**src/linear_interp_resampler_assert.svh**
```systemverilog
// assertion macros for the resampler
`ifndef LINEAR_INTERP_RESAMPLER_ASSERT_SVH
`define LINEAR_INTERP_RESAMPLER_ASSERT_SVH

`ifndef ASSERT_OFF
`define LIRS_ASSERT(label, clk, rst_n, cond, msg) \
    label: assert property (@(posedge clk) disable iff (!rst_n) (cond)) else $error(msg);
`define LIRS_ASSERT_IMP(label, clk, rst_n, ante, cons, msg) \
    label: assert property (@(posedge clk) disable iff (!rst_n) (ante) |-> (cons)) \
        else $error(msg);
`else
`define LIRS_ASSERT(label, clk, rst_n, cond, msg)
`define LIRS_ASSERT_IMP(label, clk, rst_n, ante, cons, msg)
`endif

`endif

```
**src/lirs_pkg.sv**
```systemverilog
package lirs_pkg;

    localparam int MAX_CHANNELS = 6;
    localparam int MAX_RUN      = 4;
    localparam int RUN_CNT_W    = 3;
    localparam int GAIN_BITS    = 16;
    localparam int GAIN_SHIFT   = 15;
    localparam int CHAN_BITS    = 3;

    localparam logic [CHAN_BITS-1:0] CHAN_RESET = 3'd2;
    localparam logic [GAIN_BITS-1:0] GAIN_UNITY = 16'h8000;

    localparam logic [1:0] CFG_STEP     = 2'd0;
    localparam logic [1:0] CFG_CHANNELS = 2'd1;
    localparam logic [1:0] CFG_GAIN     = 2'd2;

    localparam logic MODE_SCALE  = 1'b0;
    localparam logic MODE_INTERP = 1'b1;

    typedef struct packed {
        logic mode;
        logic prod_en;
        logic cur_en;
        logic prev_en;
    } t_lane_ctl;

endpackage

```
**src/lirs_lane.sv**
```systemverilog
module lirs_lane
    import lirs_pkg::*;
#(
    parameter int SAMPLE_BITS = 24,
    parameter int FRAC_BITS   = 16
) (
    input  logic                          i_clk,
    input  logic                          i_rst_n,
    input  t_lane_ctl                     i_ctl,
    input  logic                          i_active,
    input  logic signed [SAMPLE_BITS-1:0] i_sample,
    input  logic        [GAIN_BITS-1:0]   i_gain,
    input  logic        [FRAC_BITS-1:0]   i_frac,
    output logic signed [SAMPLE_BITS-1:0] o_scaled,
    output logic signed [SAMPLE_BITS-1:0] o_interp
);

    localparam int A_W   = SAMPLE_BITS + 1;
    localparam int B_W   = (FRAC_BITS > GAIN_BITS) ? FRAC_BITS + 1 : GAIN_BITS + 1;
    localparam int P_W   = A_W + B_W;
    localparam int ACC_W = P_W + 1;

    localparam logic signed [ACC_W-1:0] SCALE_BIAS = ACC_W'(1) << (GAIN_SHIFT - 1);
    localparam logic signed [ACC_W-1:0] SAT_HI =
        {{(ACC_W - SAMPLE_BITS + 1){1'b0}}, {(SAMPLE_BITS - 1){1'b1}}};
    localparam logic signed [ACC_W-1:0] SAT_LO =
        {{(ACC_W - SAMPLE_BITS + 1){1'b1}}, {(SAMPLE_BITS - 1){1'b0}}};

    logic signed [SAMPLE_BITS-1:0] r_cur;
    logic signed [SAMPLE_BITS-1:0] r_prev;
    logic signed [P_W-1:0]         r_prod;

    logic signed [A_W-1:0]         w_a;
    logic signed [B_W-1:0]         w_b;
    logic signed [P_W-1:0]         n_prod;
    logic signed [ACC_W-1:0]       w_sc_acc;
    logic signed [ACC_W-1:0]       w_ip_acc;
    logic signed [SAMPLE_BITS-1:0] w_sc_sat;

    function automatic logic signed [SAMPLE_BITS-1:0] sat_smp(
        input logic signed [ACC_W-1:0] v
    );
        logic signed [SAMPLE_BITS-1:0] res;
        if (v > SAT_HI) begin
            res = SAT_HI[SAMPLE_BITS-1:0];
        end else if (v < SAT_LO) begin
            res = SAT_LO[SAMPLE_BITS-1:0];
        end else begin
            res = v[SAMPLE_BITS-1:0];
        end
        return res;
    endfunction

    // one shared multiplier: gain scaling, then (cur - prev) * frac
    always_comb begin
        if (i_ctl.mode == MODE_SCALE) begin
            w_a = {i_sample[SAMPLE_BITS-1], i_sample};
            w_b = {{(B_W - GAIN_BITS){1'b0}}, i_gain};
        end else begin
            w_a = {r_cur[SAMPLE_BITS-1], r_cur} - {r_prev[SAMPLE_BITS-1], r_prev};
            w_b = {{(B_W - FRAC_BITS){1'b0}}, i_frac};
        end
    end

    assign n_prod = w_a * w_b;

    // rounding bias folded into the low bits of prev * one
    assign w_sc_acc = ($signed({r_prod[P_W-1], r_prod}) + SCALE_BIAS) >>> GAIN_SHIFT;
    assign w_ip_acc = ($signed({{(ACC_W - FRAC_BITS - SAMPLE_BITS){r_prev[SAMPLE_BITS-1]}},
                                r_prev, 1'b1, {(FRAC_BITS - 1){1'b0}}})
                       + $signed({r_prod[P_W-1], r_prod})) >>> FRAC_BITS;

    assign w_sc_sat = i_active ? sat_smp(w_sc_acc) : '0;
    assign o_scaled = w_sc_sat;
    assign o_interp = sat_smp(w_ip_acc);

    always_ff @(posedge i_clk) begin
        if (i_ctl.prod_en) begin
            r_prod <= n_prod;
        end
        if (i_ctl.cur_en) begin
            r_cur <= w_sc_sat;
        end
    end

    always_ff @(posedge i_clk) begin
        if (!i_rst_n) begin
            r_prev <= '0;
        end else if (i_ctl.prev_en) begin
            r_prev <= r_cur;
        end
    end

endmodule

```
**config.mk**
```make
export PLATFORM = sky130hd
export DESIGN_NAME = lirs_lane
export DESIGN_NICKNAME = d
export VERILOG_FILES = /design/src/linear_interp_resampler_assert.svh /design/src/lirs_pkg.sv /design/src/lirs_lane.sv
export SDC_FILE = /design/constraint.sdc
export NUM_CORES = 1
export LEC_CHECK = 0
export ABC_AREA = 1
export CELL_PAD_IN_SITES_DETAIL_PLACEMENT = 0
export CELL_PAD_IN_SITES_GLOBAL_PLACEMENT = 2
export CORE_MARGIN = 8
export CORE_UTILIZATION = 36
export CTS_CLUSTER_DIAMETER = 30
export DETAILED_ROUTE_END_ITERATION = 8
export DONT_BUFFER_PORTS = 1
export GPL_ROUTABILITY_DRIVEN = 0
export HOLD_SLACK_MARGIN = 0.06
export PLACE_DENSITY = 0.81
export SLEW_MARGIN = 20
export SYNTH_ARGS = -nofsm -noshare
export SYNTH_HDL_FRONTEND = slang
export SYNTH_SLANG_ARGS = --single-unit
export TNS_END_PERCENT = 30
```
**constraint.sdc**
```tcl
create_clock -name i_clk -period 7.4 [get_ports i_clk]
set_input_delay 0.74 -clock i_clk [delete_from_list [all_inputs] [get_ports i_clk]]
set_output_delay 0.74 -clock i_clk [all_outputs]
set_load 0.005 [all_outputs]
```
==> impl_metrics.yaml <==
run_status:
  result_of_the_run: "completed"
layout:
  multi_input_comb_area_um2: 18570
  final_core_util_pct: 44.52
  final_nets: 3841
  syn_to_final_growth_pct: 22.92
  num-fill-cells: 6263
  ff_latch_area_um2: 2044
  total_inserted_antenna_cells: 0
  ratio_of_cells_with_drive_above_1_in_the_final_layout_pct: 22.72
route:
  drtAntennaViolNets: 0
  drt-vias-per-instance: 5.057
  detail_route.drc_violations: 0
  dr.first_iter.drc_count: 1367
  detailedRoute.firstPassIterationCount: 7
  num_vias: 20380
  routedWlPerCell_um: 19.55
  drt_wl_total_mm: 78.79
worst_setup_path:
  worst_setup_ep_type: "flip-flop"
  critical_path.most_common_cell: "fa_1"
  cpMaxStageDelayCell: "fa_2"
  category_of_the_critical_setup_timing_path: "reg2reg"
  start_kind: "flip-flop"
  cp_data_arrival_time_ps: 7490
  crit_path_max_incr_delay_ps: 570
  path_max_fanout: 6
  worst-endpoint-required_ps: 7590
global_route:
  overflow: 0
  antenna_violations_before_repair: 1
  first_pass_grt_wire_length_mm: 122.9
  grt.met3_usage_pct: 3.475
  grt-busiest-layer: "met2"
  grt_pass1_vias: 21820
  globalRouteMet1Util_pct: 28.51
  gr-usage-met2_pct: 38.66
  pin_count_of_the_biggest_net_entering_global_routing: 79
  grt_util_all_layers_pct: 22.27
run:
  max-cap-violations: 0
clocking:
  cts_tree: "yes"
  root_buffer: "clkbuf_16"
  numCtsBuffers: 9
  cts_max_path_buffers: 2
  cts_htree_levels: 3
  cts_num_sinks: 76
  clock_pin_slew_worst_setup_and_hold_paths_ps: 60
  insertion_delay_ps: 340
yosys:
  synth_ff_type: "edfxtp_1"
  number_of_enable_type_register_cells_in_the_synthesized_netlist: 52
  ys_top_cells_by_area: "fa_1 35%, inv_1 12%, nand2_1 9.0%"
  synth_seq_cells: 76
  synth_area_leader_cell: "fa_1"
  avgSynthCellArea_um2: 7.567
  postSynthNetCount: 3549
  share_of_synthesized_area_occupied_by_flip_flops_and_latches_pct: 9.170
  postSynth.asyncResetShare_pct: 0
  synth_top_cells_by_count: "687 x inv_1, 532 x nand2_1, 391 x fa_1"
  post_synth_inst_count: 2943
  most_common_cell_in_the_netlist: "inv_1"
  synthesis.area_um2: 22270
  synthesis.yosys.warnings: 0
  ys_types: 53
  synth_largest_type_area_fraction_pct: 35.15
timing:
  achievable-frequency_mhz: 136.9
  timing_max_transition_violations_final: 0
  hold_viol: 0
  worst-slew-pin-transition_ps: 1056
  post_layout_min_period_ps: 7307
  max_slew_margin_pct: 29.11
  total_negative_slack_ps: 0
  setup-violations-final: 0
  final_min_period_over_clock_period_pct: 98.74
  finClkSkew_ps: 10.54
  grt_setup_unrepaired: "yes"
min_path:
  timing.hold.worst.class: "reg2reg"
floorplan:
  core-area_um2: 61480
  die-width_um: 264.7
  io_pins: 111
  die_h_um: 264.7
  die_area_um2: 70070
  effective_utilization_at_floorplan_pct: 36.22
  row_count: 91
placement:
  numPortBuffers: 0
  place.detailed.hpwl_mm: 67.89
[per-stage QoR]
step                      area, um^2  instances  setup slack [ps]  hold slack (ps)
after floorplan                22270       2943             295.7            455.4
after global placement         25400       3978            -332.0            463.0
after detailed placement       25400       3978            -365.7            467.1
after CTS                      25980       3996            0.6208            474.2
after global routing           27370       4030            -176.9            469.8
final                          27370       4030             92.90            476.8
[placed cells by master, fill, tap and decap left out, types with 41 or more instances in the layout]
cell type and count:
a21oi_1 92, a21oi_2 41, buf_4 342, edfxtp_1 52
fa_1 378, ha_1 111, inv_1 659, nand2_1 492
nand3_1 192, nor2_1 262, o21ai_0 57, xor2_1 44
[area by class of cell]
cell class                 count  area share [%]
clock inverter                 6          0.1737
multi-input combinational   2087           67.85
timing repair buffer         361           10.43
tap                          790           3.611
timing repair inverter         1         0.01828
clock buffer                  10          0.8365
sequential                    76           7.469
inverter                     699           9.612
[metal layers]
layer / vias up / routed length, um
met3: 148 / 4702
met4: 0 / 2573
met5: - / 0
met2: 601 / 38050
met1: 10090 / 33470
li1: 9545 / -
[sequential cells by signal, indices dropped and copies added, names as in the netlist]
register and flops:
r_prev 24, r_cur 24, r_prod 28
[timing repair]
item | in CTS | in global routing
endpoints found under the setup margin | 27 | 25
cloned | 0 | 1
resized for setup | 72 | 257
buffers inserted | 2 | 34
hold buffers | 0 | 0
pin swaps | 25 | 112
[path summary, 6_finish.rpt]
kind              depth (start not counted)                       to  slack [ps]               startpoint
setup / recovery                         33     r_prod[40]$_DFFE_PP_          90       r_cur[0]$_DFFE_PP_
setup reg to reg                         33     r_prod[40]$_DFFE_PP_          90       r_cur[0]$_DFFE_PP_
hold reg to reg                           2  r_prev[22]$_SDFFE_PN0P_         480  r_prev[22]$_SDFFE_PN0P_
hold / removal                            2  r_prev[22]$_SDFFE_PN0P_         480  r_prev[22]$_SDFFE_PN0P_
[critical path: cells and delay by family (launching register included)]
| kind | cells | cell delay (ps) |
|---|---|---|
| AO/OA/AOI/OAI | 1 | 140 |
| XOR/XNOR | 1 | 170 |
| adder cells (fa/ha/maj) | 9 | 4010 |
| buffers and inverters | 11 | 1150 |
| flip-flops | 1 | 320 |
| AND/OR/NAND/NOR | 11 | 1320 |
[cells by family (layout without fill, tap and decap cells)]
| kind of cell | count (synthesis) | in the layout | synth area share (%) |
|---|---|---|---|
| xor+xnor | 78 | 78 | 3.068 |
| fa+ha+maj | 543 | 543 | 43.69 |
| buf+inv | 780 | 1077 | 13.60 |
| compound gates | 302 | 302 | 8.040 |
| simple gates | 1164 | 1164 | 22.44 |
| flops | 76 | 76 | 9.170 |
Power is not shown: default switching activity piles up to over one toggle a cycle in this logic, so the estimate is an artifact.
